**config.mk**
```make
export PLATFORM = sky130hd
export DESIGN_NAME = time_partition_scheduler
export DESIGN_NICKNAME = d
export VERILOG_FILES = /design/src/rtl/core/tps_pkg.sv /design/src/rtl/core/time_partition_scheduler.sv /design/src/rtl/core/tps_table.sv
export SDC_FILE = /design/constraint.sdc
export NUM_CORES = 1
export LEC_CHECK = 0
export CAP_MARGIN = 5
export CORE_MARGIN = 2
export CORE_UTILIZATION = 66
export CTS_BUF_LIST = sky130_fd_sc_hd__clkbuf_8
export CTS_CLUSTER_SIZE = 14
export DETAILED_ROUTE_END_ITERATION = 12
export DONT_BUFFER_PORTS = 1
export GPL_TIMING_DRIVEN = 0
export PLACE_DENSITY = 0.85
export SETUP_SLACK_MARGIN = 0.4
export SYNTH_ARGS = -nofsm -noshare
export SYNTH_HDL_FRONTEND = slang
export SYNTH_HIERARCHICAL = 1
export SYNTH_SLANG_ARGS = --single-unit
```
**constraint.sdc**
```tcl
create_clock -name i_clk -period 4.52 [get_ports i_clk]
set_clock_uncertainty 0.2 [all_clocks]
set_input_delay 0.226 -clock i_clk [delete_from_list [all_inputs] [get_ports i_clk]]
set_output_delay 0.226 -clock i_clk [all_outputs]
set_load 0.01 [all_outputs]
```
**src/rtl/core/tps_pkg.sv**
```systemverilog
// ----------------------------------------------------------------------------
// tps_pkg
// Shared types and constants for the time partition scheduler: table sizes,
// command and status codes, and the partition table entry and write port.
// ----------------------------------------------------------------------------
package tps_pkg;

    localparam int MAX_PARTITIONS = 8;
    localparam int SLICE_BITS     = 16;

    localparam int IDX_W  = (MAX_PARTITIONS > 1) ? $clog2(MAX_PARTITIONS) : 1;
    localparam int CNT_W  = $clog2(MAX_PARTITIONS + 1);
    localparam int CORE_W = 3;

    // port field widths
    localparam int CMD_W      = 2;
    localparam int SLEN_W     = 16;
    localparam int ACT_W      = 3;
    localparam int TICKS_W    = 16;
    localparam int STATUS_W   = 2;
    localparam int APB_ADDR_W = 3;
    localparam int APB_DATA_W = 32;

    localparam logic [CMD_W-1:0] CMD_ADD   = 2'd0;
    localparam logic [CMD_W-1:0] CMD_START = 2'd1;
    localparam logic [CMD_W-1:0] CMD_TICK  = 2'd2;

    localparam logic [STATUS_W-1:0] STS_OK          = 2'd0;
    localparam logic [STATUS_W-1:0] STS_FULL        = 2'd1;
    localparam logic [STATUS_W-1:0] STS_NO_PART     = 2'd2;
    localparam logic [STATUS_W-1:0] STS_NOT_STARTED = 2'd3;

    // register index taken from paddr[2]
    localparam logic REG_THIS_CORE = 1'b0;

    typedef enum logic [1:0] {
        ST_IDLE,
        ST_SCAN,
        ST_OUT
    } t_state;

    typedef struct packed {
        logic [CORE_W-1:0]     core;
        logic [SLICE_BITS-1:0] slice;
    } t_entry;

    typedef struct packed {
        logic             en;
        logic [IDX_W-1:0] addr;
        t_entry           data;
    } t_tbl_wr;

endpackage

```
**src/rtl/core/time_partition_scheduler.sv**
```systemverilog
// ----------------------------------------------------------------------------
// time_partition_scheduler
// Round-robin time-slice scheduler over a table of partitions, each with a
// slice length and an owner core.
// ----------------------------------------------------------------------------
// One item is worked on at a time. An add, an unused command, a tick that
// only counts down, or a rejected tick does not scan: its result passes
// through the output state into the output register. A start, or a tick
// that ends a slice, scans the partition table one entry per cycle through
// the single table read port. The next item is taken once the result is in
// the output register, even while that result still waits to be taken.
// this_core is written through the APB port at any address with paddr[2] low.
// ----------------------------------------------------------------------------
module time_partition_scheduler (
    input  logic                           i_clk,
    input  logic                           i_rst_n,
    // input channel
    input  logic                           i_valid,
    output logic                           o_stall,
    input  logic [tps_pkg::CMD_W-1:0]      i_cmd,
    input  logic [tps_pkg::SLEN_W-1:0]     i_slice_length,
    input  logic [tps_pkg::CORE_W-1:0]     i_owner_core,
    // result channel
    output logic                           o_valid,
    input  logic                           i_stall,
    output logic [tps_pkg::ACT_W-1:0]      o_active_index,
    output logic                           o_switched,
    output logic                           o_refilled,
    output logic [tps_pkg::TICKS_W-1:0]    o_ticks_left,
    output logic [tps_pkg::STATUS_W-1:0]   o_status,
    // configuration
    input  logic                           psel,
    input  logic                           penable,
    input  logic                           pwrite,
    input  logic [tps_pkg::APB_ADDR_W-1:0] paddr,
    input  logic [tps_pkg::APB_DATA_W-1:0] pwdata,
    output logic [tps_pkg::APB_DATA_W-1:0] prdata,
    output logic                           pready
);
    import tps_pkg::*;

    t_state r_state, n_state;

    logic [CORE_W-1:0]     r_this_core;
    logic [CNT_W-1:0]      r_count, n_count;
    logic [IDX_W-1:0]      r_cur, n_cur;
    logic                  r_running, n_running;
    logic [SLICE_BITS-1:0] r_slice, n_slice;

    // scan control
    logic                  r_is_start, n_is_start;
    logic [CNT_W-1:0]      r_left, n_left;
    logic [IDX_W-1:0]      r_idx, n_idx;
    logic                  r_rd_vld, n_rd_vld;
    logic [IDX_W-1:0]      r_rd_tag, n_rd_tag;

    // pending result
    logic                  r_res_sw, n_res_sw;
    logic                  r_res_rf, n_res_rf;
    logic [STATUS_W-1:0]   r_res_sts, n_res_sts;

    // output register
    logic                  r_out_valid;
    logic [ACT_W-1:0]      r_out_act;
    logic                  r_out_sw;
    logic                  r_out_rf;
    logic [TICKS_W-1:0]    r_out_ticks;
    logic [STATUS_W-1:0]   r_out_sts;

    t_tbl_wr               tbl_wr;
    logic                  rd_en;
    t_entry                rd_data;

    logic                  accept;
    logic                  go_scan;
    logic                  match;
    logic                  scan_end;
    logic                  out_load;
    logic                  cfg_wr;
    logic [IDX_W-1:0]      idx_wrap;
    logic [IDX_W-1:0]      cur_wrap;
    logic [SLICE_BITS-1:0] reload;

    tps_table u_table (
        .i_clk     (i_clk),
        .i_wr      (tbl_wr),
        .i_rd_en   (rd_en),
        .i_rd_addr (r_idx),
        .o_rd_data (rd_data)
    );

    // configuration port
    assign pready = 1'b1;
    assign cfg_wr = psel && penable && pwrite && (paddr[2] == REG_THIS_CORE);
    assign prdata = (paddr[2] == REG_THIS_CORE) ? APB_DATA_W'(r_this_core) : '0;

    always_ff @(posedge i_clk) begin
        if (!i_rst_n) begin
            r_this_core <= '0;
        end else if (cfg_wr) begin
            r_this_core <= pwdata[CORE_W-1:0];
        end
    end

    assign o_stall  = (r_state != ST_IDLE);
    assign accept   = i_valid && (r_state == ST_IDLE);
    assign go_scan  = (i_cmd == CMD_START)
                   || ((i_cmd == CMD_TICK) && r_running && (r_slice == '0));
    assign match    = r_rd_vld && (rd_data.core == r_this_core);
    assign scan_end = match || (r_left == '0);
    assign out_load = (r_state == ST_OUT) && (!r_out_valid || !i_stall);
    assign idx_wrap = ((CNT_W'(r_idx) + CNT_W'(1)) == r_count)
                    ? '0 : IDX_W'(CNT_W'(r_idx) + CNT_W'(1));
    assign cur_wrap = ((CNT_W'(r_cur) + CNT_W'(1)) == r_count)
                    ? '0 : IDX_W'(CNT_W'(r_cur) + CNT_W'(1));
    assign reload   = (rd_data.slice == '0) ? '0 : rd_data.slice - SLICE_BITS'(1);

    // next state
    always_comb begin
        n_state = r_state;
        unique case (r_state)
            ST_IDLE: begin
                if (accept) begin
                    n_state = go_scan ? ST_SCAN : ST_OUT;
                end
            end
            ST_SCAN: begin
                if (scan_end) begin
                    n_state = ST_OUT;
                end
            end
            ST_OUT: begin
                if (out_load) begin
                    n_state = ST_IDLE;
                end
            end
            default: n_state = ST_IDLE;
        endcase
    end

    // datapath and table access
    always_comb begin
        n_count    = r_count;
        n_cur      = r_cur;
        n_running  = r_running;
        n_slice    = r_slice;
        n_is_start = r_is_start;
        n_left     = r_left;
        n_idx      = r_idx;
        n_rd_vld   = 1'b0;
        n_rd_tag   = r_idx;
        n_res_sw   = r_res_sw;
        n_res_rf   = r_res_rf;
        n_res_sts  = r_res_sts;
        tbl_wr     = '0;
        rd_en      = 1'b0;

        unique case (r_state)
            ST_IDLE: begin
                if (accept) begin
                    n_res_sw  = 1'b0;
                    n_res_rf  = 1'b0;
                    n_res_sts = STS_OK;
                    n_left    = r_count;
                    case (i_cmd)
                        CMD_ADD: begin
                            if (r_count == CNT_W'(MAX_PARTITIONS)) begin
                                n_res_sts = STS_FULL;
                            end else begin
                                tbl_wr.en         = 1'b1;
                                tbl_wr.addr       = IDX_W'(r_count);
                                tbl_wr.data.core  = i_owner_core;
                                tbl_wr.data.slice = SLICE_BITS'(i_slice_length);
                                n_count           = r_count + CNT_W'(1);
                            end
                        end
                        CMD_START: begin
                            n_is_start = 1'b1;
                            n_idx      = '0;
                        end
                        CMD_TICK: begin
                            n_is_start = 1'b0;
                            n_idx      = cur_wrap;
                            if (!r_running) begin
                                n_res_sts = STS_NOT_STARTED;
                            end else if (r_slice != '0) begin
                                n_slice = r_slice - SLICE_BITS'(1);
                            end
                        end
                        default: begin
                            n_res_sts = STS_OK;
                        end
                    endcase
                end
            end
            ST_SCAN: begin
                if (match) begin
                    n_res_sw  = r_is_start ? (!r_running || (r_rd_tag != r_cur))
                                           : (r_rd_tag != r_cur);
                    n_res_rf  = 1'b1;
                    n_res_sts = STS_OK;
                    n_cur     = r_rd_tag;
                    n_slice   = reload;
                    n_running = 1'b1;
                    n_left    = '0;
                end else if (scan_end) begin
                    n_res_sts = STS_NO_PART;
                end else if (r_left != '0) begin
                    rd_en    = 1'b1;
                    n_rd_vld = 1'b1;
                    n_rd_tag = r_idx;
                    n_idx    = idx_wrap;
                    n_left   = r_left - CNT_W'(1);
                end
            end
            ST_OUT: begin
                n_rd_vld = 1'b0;
            end
            default: begin
                n_rd_vld = 1'b0;
            end
        endcase
    end

    always_ff @(posedge i_clk) begin
        if (!i_rst_n) begin
            r_state    <= ST_IDLE;
            r_count    <= '0;
            r_cur      <= '0;
            r_running  <= 1'b0;
            r_slice    <= '0;
            r_is_start <= 1'b0;
            r_left     <= '0;
            r_idx      <= '0;
            r_rd_vld   <= 1'b0;
        end else begin
            r_state    <= n_state;
            r_count    <= n_count;
            r_cur      <= n_cur;
            r_running  <= n_running;
            r_slice    <= n_slice;
            r_is_start <= n_is_start;
            r_left     <= n_left;
            r_idx      <= n_idx;
            r_rd_vld   <= n_rd_vld;
        end
    end

    always_ff @(posedge i_clk) begin
        r_rd_tag  <= n_rd_tag;
        r_res_sw  <= n_res_sw;
        r_res_rf  <= n_res_rf;
        r_res_sts <= n_res_sts;
    end

    // output register
    always_ff @(posedge i_clk) begin
        if (!i_rst_n) begin
            r_out_valid <= 1'b0;
        end else if (out_load) begin
            r_out_valid <= 1'b1;
        end else if (!i_stall) begin
            r_out_valid <= 1'b0;
        end
    end

    always_ff @(posedge i_clk) begin
        if (out_load) begin
            r_out_act   <= ACT_W'(r_cur);
            r_out_sw    <= r_res_sw;
            r_out_rf    <= r_res_rf;
            r_out_ticks <= TICKS_W'(r_slice);
            r_out_sts   <= r_res_sts;
        end
    end

    assign o_valid        = r_out_valid;
    assign o_active_index = r_out_act;
    assign o_switched     = r_out_sw;
    assign o_refilled     = r_out_rf;
    assign o_ticks_left   = r_out_ticks;
    assign o_status       = r_out_sts;

endmodule

```
**src/rtl/core/tps_table.sv**
```systemverilog
// ----------------------------------------------------------------------------
// tps_table
// Partition table: one synchronous memory holding owner core and slice
// length per entry, one write port and one registered read port.
// ----------------------------------------------------------------------------
module tps_table (
    input  logic                  i_clk,
    input  tps_pkg::t_tbl_wr      i_wr,
    input  logic                  i_rd_en,
    input  logic [tps_pkg::IDX_W-1:0] i_rd_addr,
    output tps_pkg::t_entry       o_rd_data
);
    import tps_pkg::*;

    t_entry r_mem [MAX_PARTITIONS];
    t_entry r_rd_data;

    always_ff @(posedge i_clk) begin
        if (i_wr.en) begin
            r_mem[i_wr.addr] <= i_wr.data;
        end
    end

    always_ff @(posedge i_clk) begin
        if (i_rd_en) begin
            r_rd_data <= r_mem[i_rd_addr];
        end
    end

    assign o_rd_data = r_rd_data;

endmodule
```
# Word-level counts from Yosys, hierarchy flattened

Memory sizes are Yosys's and may differ from the RTL's. A register that Yosys moved wholly into a read port is not among the register bits.
Cells that the tools add are included.

Bits in registers: 69
RAM bits: 152
Output and inout bits: 58
Memories kept: 1

Add/subtract/negate cells: 6
Eq/ne operators: 24
Mux-type cells: 51
Bitwise operators: 2
Reduce and logical (&&, ||, !) cells: 34

Memories:

| name          | depth | bits a word | read ports | clocked after Yosys merged registers in | write ports | RTL line        | RTL |
|---|---|---|---|---|---|---|---|
| u_table.r_mem | 8     | 19          | 1          | 1                                       | 1           | tps_table.sv:15 | `t_entry r_mem [MAX_PARTITIONS];` |

Operators with widths:

| operator                | number |
|---|---|
| $mux W16                | 6 |
| $mux W23                | 4 |
| $logic_not A16 Y1       | 2 |
| $pmux W16 S2            | 1 |
| $sub A16 B1 Y16 const B | 2 |
| $mux W3                 | 7 |
| $mux W4                 | 4 |
| $ne A2 B2 Y1 const B    | 8 |
| $reduce_bool A16 Y1     | 1 |
| $mux W2                 | 7 |
| $mux W1                 | 13 |
| $pmux W3 S2             | 2 |
| $reduce_and A3 Y1       | 4 |
| $reduce_and A6 Y1       | 2 |
| $ne A3 B3 Y1 const B    | 3 |
| $add A3 B1 Y4 const B   | 2 |
| $eq A4 B4 Y1            | 2 |
| $logic_and A1 B1 Y1     | 8 |
| $pmux W2 S2             | 2 |
| $pmux W4 S2             | 1 |
| $reduce_and A4 Y1       | 2 |
| $ne A2 B1 Y1 const B    | 3 |
| $pmux W1 S2             | 3 |
| $pmux W2 S3             | 1 |
| other kinds (16)        | 27 |

# Longest topological paths before layout

Depth after elaboration: 7
Mapped depth: 8
Mapped depth without buffers: 8

# By module

Netlist, hierarchy kept.

Modules (own cells, without submodules):

| module                   | instances | cells each | area an instance (sq um) |
|---|---|---|---|
| tps_table                | 1         | 251        | 6,449.9 |
| time_partition_scheduler | 1         | 433        | 3,971.3 |

# Worst setup path before layout

Ideal clock, no wire load.

Path kind: flip-flop to flip-flop
Start point: reg r_count[0]
End point: mem u_table/r_mem[0][0] in the netlist's numbering (enable)
Arrival: 2.853 ns
Required time: 3.901 ns
Path slack: 1.048 ns
Stages on the path, launching flop included: 8
Buffers on the path: 1
Period minus slack after synthesis: 3.472 ns
Cells stage by stage: dfxtp_1 -> inv_1 -> ha_1 -> and3b_1 -> nor2_1 -> clkbuf_1 -> nand2b_1 -> nor3_1

RTL lines:

| element                | RTL line                        | RTL |
|---|---|---|
| from (decl)            | time_partition_scheduler.sv:45  | `logic [CNT_W-1:0] r_count, n_count;` |
| from (signal assigned) | time_partition_scheduler.sv:238 | `r_count <= n_count;` |
| to (decl)              | tps_table.sv:15                 |  |

==> flow_summary.ini <==
[status]
status = finished, final reports clean

[finish]
drive_above_1_share_pct = 21.4
final_nets = 868
nFillCells = 879
utilization_pct = 78.5
antenna_cells = 0
multiInputGateArea_mm2 = 0.00331
area_growth_pct = 15.3
register_area_mm2 = 0.00679

[yosys]
ys_ff_latch = 240
synth-edff-count = 198
syn_area_per_cell_um2 = 15.2
synth_area_mm2 = 0.0104
synth_area_leaders = edfxtp_1, dfxtp_1, mux4_2
synth_ff_type = edfxtp_1
yosysMostFrequentCell = edfxtp_1
synth_commonest_cells = edfxtp_1, nor2_1, dfxtp_1
yosysTopAreaCell = edfxtp_1
async_flop_share_pct = 0
synth_warnings = 6
synth_cell_types = 70
synth_top_cell_area_share_pct = 57.1
yosysSeqAreaShare_pct = 65.1
syn_inst = 684

[setup_path]
timing_worst_setup_path_type = flip-flop to flip-flop
regToRegStartpoint = r_state[0]
worst_ep_arrival_time_ns = 3.79
cp-end-kind = flip-flop
cp.required_ns = 4.57
crit_end = u_table/r_mem[5][16]
start_kind = flip-flop
worstPathMaxFanout = 11
worstRegToRegCells = 9
r2r_end = u_table/r_mem[5][16]
setup.worst_path.start = r_state[0]
rrSetupSlack_ns = 0.78

[placed_design]
place.gp.congestion = 0.888
dp_hpwl_mm = 14.7
port_buffers = 0

[clock_tree]
cts_hold_buf = 31
cts_tree = built
clock_path_buffers = 3
numCtsBuffers = 38
numClockSinks = 240
cts-root-buf = clkbuf_8
post_cts_buffers = 0
htreeDepth = 2
clk_pin_slew_ns = 0.06
cts_resized = 0
clock_latency_ns = 0.55

[sta]
worst_slew_pin_slew_ns = 1.04
maxSlewViolCount = 0
fin_crit_sh_pct = 82.8
finalHoldViolCount = 0
worst_hold_slack_ns = 0.0603
rsz0062_at_grt = no
min_period_ns = 3.74
slew_headroom_pct = 30.6
setup_viol = 0
fmax_mhz = 267

[job]
drv_cap = 0

[floorplanning]
die_y_um = 130
fp-row-count = 45
boundaryPins = 121
coreArea_mm2 = 0.0153
dieWidth_um = 130
die_area_mm2 = 0.0168
start_util_pct = 68.0

[power_and_ir_drop]
switching_share_pct = 24.2
powerDensity_mw_per_mm2 = 399
power_uw = 4790
leakagePower_uw = 0.00439
power_frac_clock_pct = 37.0
p_switching_uw = 1160
p_seq_share_pct = 51.7
combPwrFrac_pct = 11.3
internal_power_uw = 3630
vdd_drop_max_v = 0.000341

[grt]
grt_pass1_wl_mm = 34.0
grt_pass1_vias = 6219
antenna_found_initial = 0
grt_usage_pct = 27.0
grt_max_degree = 21
globalRouteOverflowTotal = 0

[detailed_routing]
drt-pass1-iter-count = 6
vias = 6226
wirelength_mm = 21.9
via_per_inst = 6.03
postRouteAntennaNets = 0
detail_route.wl_per_cell_um = 21.2
drc = 0
drt_iter0_drc = 458

[worst_hold_path]
min_path_type = primary input to flip-flop
## logic make-up (layout without fill, tap and decap cells)
logic type,count (synthesis),after routing,synth area share (%)
simple gates,169,169,8.69
other cells,2,30,0.0721
compound gates,102,102,6.60
buf+inv,74,184,4.47
xor+xnor,25,25,2.10
mux,61,61,11.6
flops,240,240,65.1
fa+ha+maj,11,11,1.32
## area by class of cell
cell class | instances | area share (%)
buffer | 59 | 3.40
clock buffer | 40 | 4.58
sequential | 240 | 56.5
timing repair buffer | 42 | 3.86
inverter | 15 | 0.468
multi-input combinational | 398 | 27.5
clock inverter | 28 | 1.53
tap | 211 | 2.20
## how the worst min path moves through the flow
stage | from | endpoint | slack [ns] | depth (start not counted)
6_report | i_cmd[0] | r_state[1] | 0.06 | 5
5_1_grt | i_cmd[0] | r_state[0] | 0.08 | 5
4_1_cts | i_cmd[0] | r_state[1] | 0.03 | 5
2_1_floorplan | pwdata[0] | r_this_core[0] | 0.17 | 2
3_3_place_gp | pwdata[1] | r_this_core[1] | 0.18 | 2
3_5_place_dp | pwdata[2] | r_this_core[2] | 0.19 | 2
## flip-flops by register name, summed over array words and instances, names as in the netlist, 4 cells and up
signal and cells:
u_table/o_rd_data 19, u_table/r_mem 152, r_left 4, r_count 4
o_ticks_left 16, r_slice 16
## placed cells by master, fill, tap and decap left out, types with 11 or more instances in the layout
cell type / count
xnor2_1: 14
nor2_1: 37
and2_1: 19
inv_1: 28
mux2_4: 18
a21oi_1: 24
conb_1: 30
o21ai_0: 21
nand2_1: 30
dfxtp_1: 42
clkbuf_1: 12
edfxtp_1: 198
xor2_1: 11
ha_1: 11
buf_4: 30
clkbuf_8: 40
dlygate4sd3_1: 31
mux4_2: 29
nor3_1: 16
## through the flow
step | cells | setup TNS, ns | setup WS [ns] | instance area [um2]
floorplan | 712 | 0 | 1.05 | 10500
global placement | 923 | -26.68 | -0.758 | 10800
detailed placement | 934 | 0 | 0.797 | 11000
CTS | 1033 | 0 | 0.784 | 12000
global route | 1033 | 0 | 0.606 | 12000
finish | 1033 | 0 | 0.778 | 12000
## worst max-delay path, stage by stage, from the launching register on
cell and delay (ns):
dfxtp_1 0.36, nor2_1 0.23, and2_0 0.17, buf_2 0.18, nand2_1 0.11, nor2_1 0.41
clkbuf_1 0.57, nand2_1 0.29, nor2_2 0.66, buf_8 0.24
## power groups by stage
stage | combinational (uW) | clock, uW | sequential (uW)
6_report | 540 | 1770 | 2480
5_1_grt | 589 | 1900 | 2480
4_1_cts | 533 | 1800 | 2480
3_5_place_dp | 507 | 0 | 2520
3_3_place_gp | 491 | 0 | 2520
2_1_floorplan | 410 | 0 | 2510
## layer usage
metal | global-route usage (%) | routed length (um) | vias to the layer above
met2 | 47.7 | 11400 | 297
met3 | 4.38 | 1350 | 36
met1 | 34.2 | 8710 | 3078
met5 | 0 | 0 | -
li1 | - | - | 2815
met4 | 9.04 | 400 | 0
Note: power is estimated with default switching activity, not from simulation.
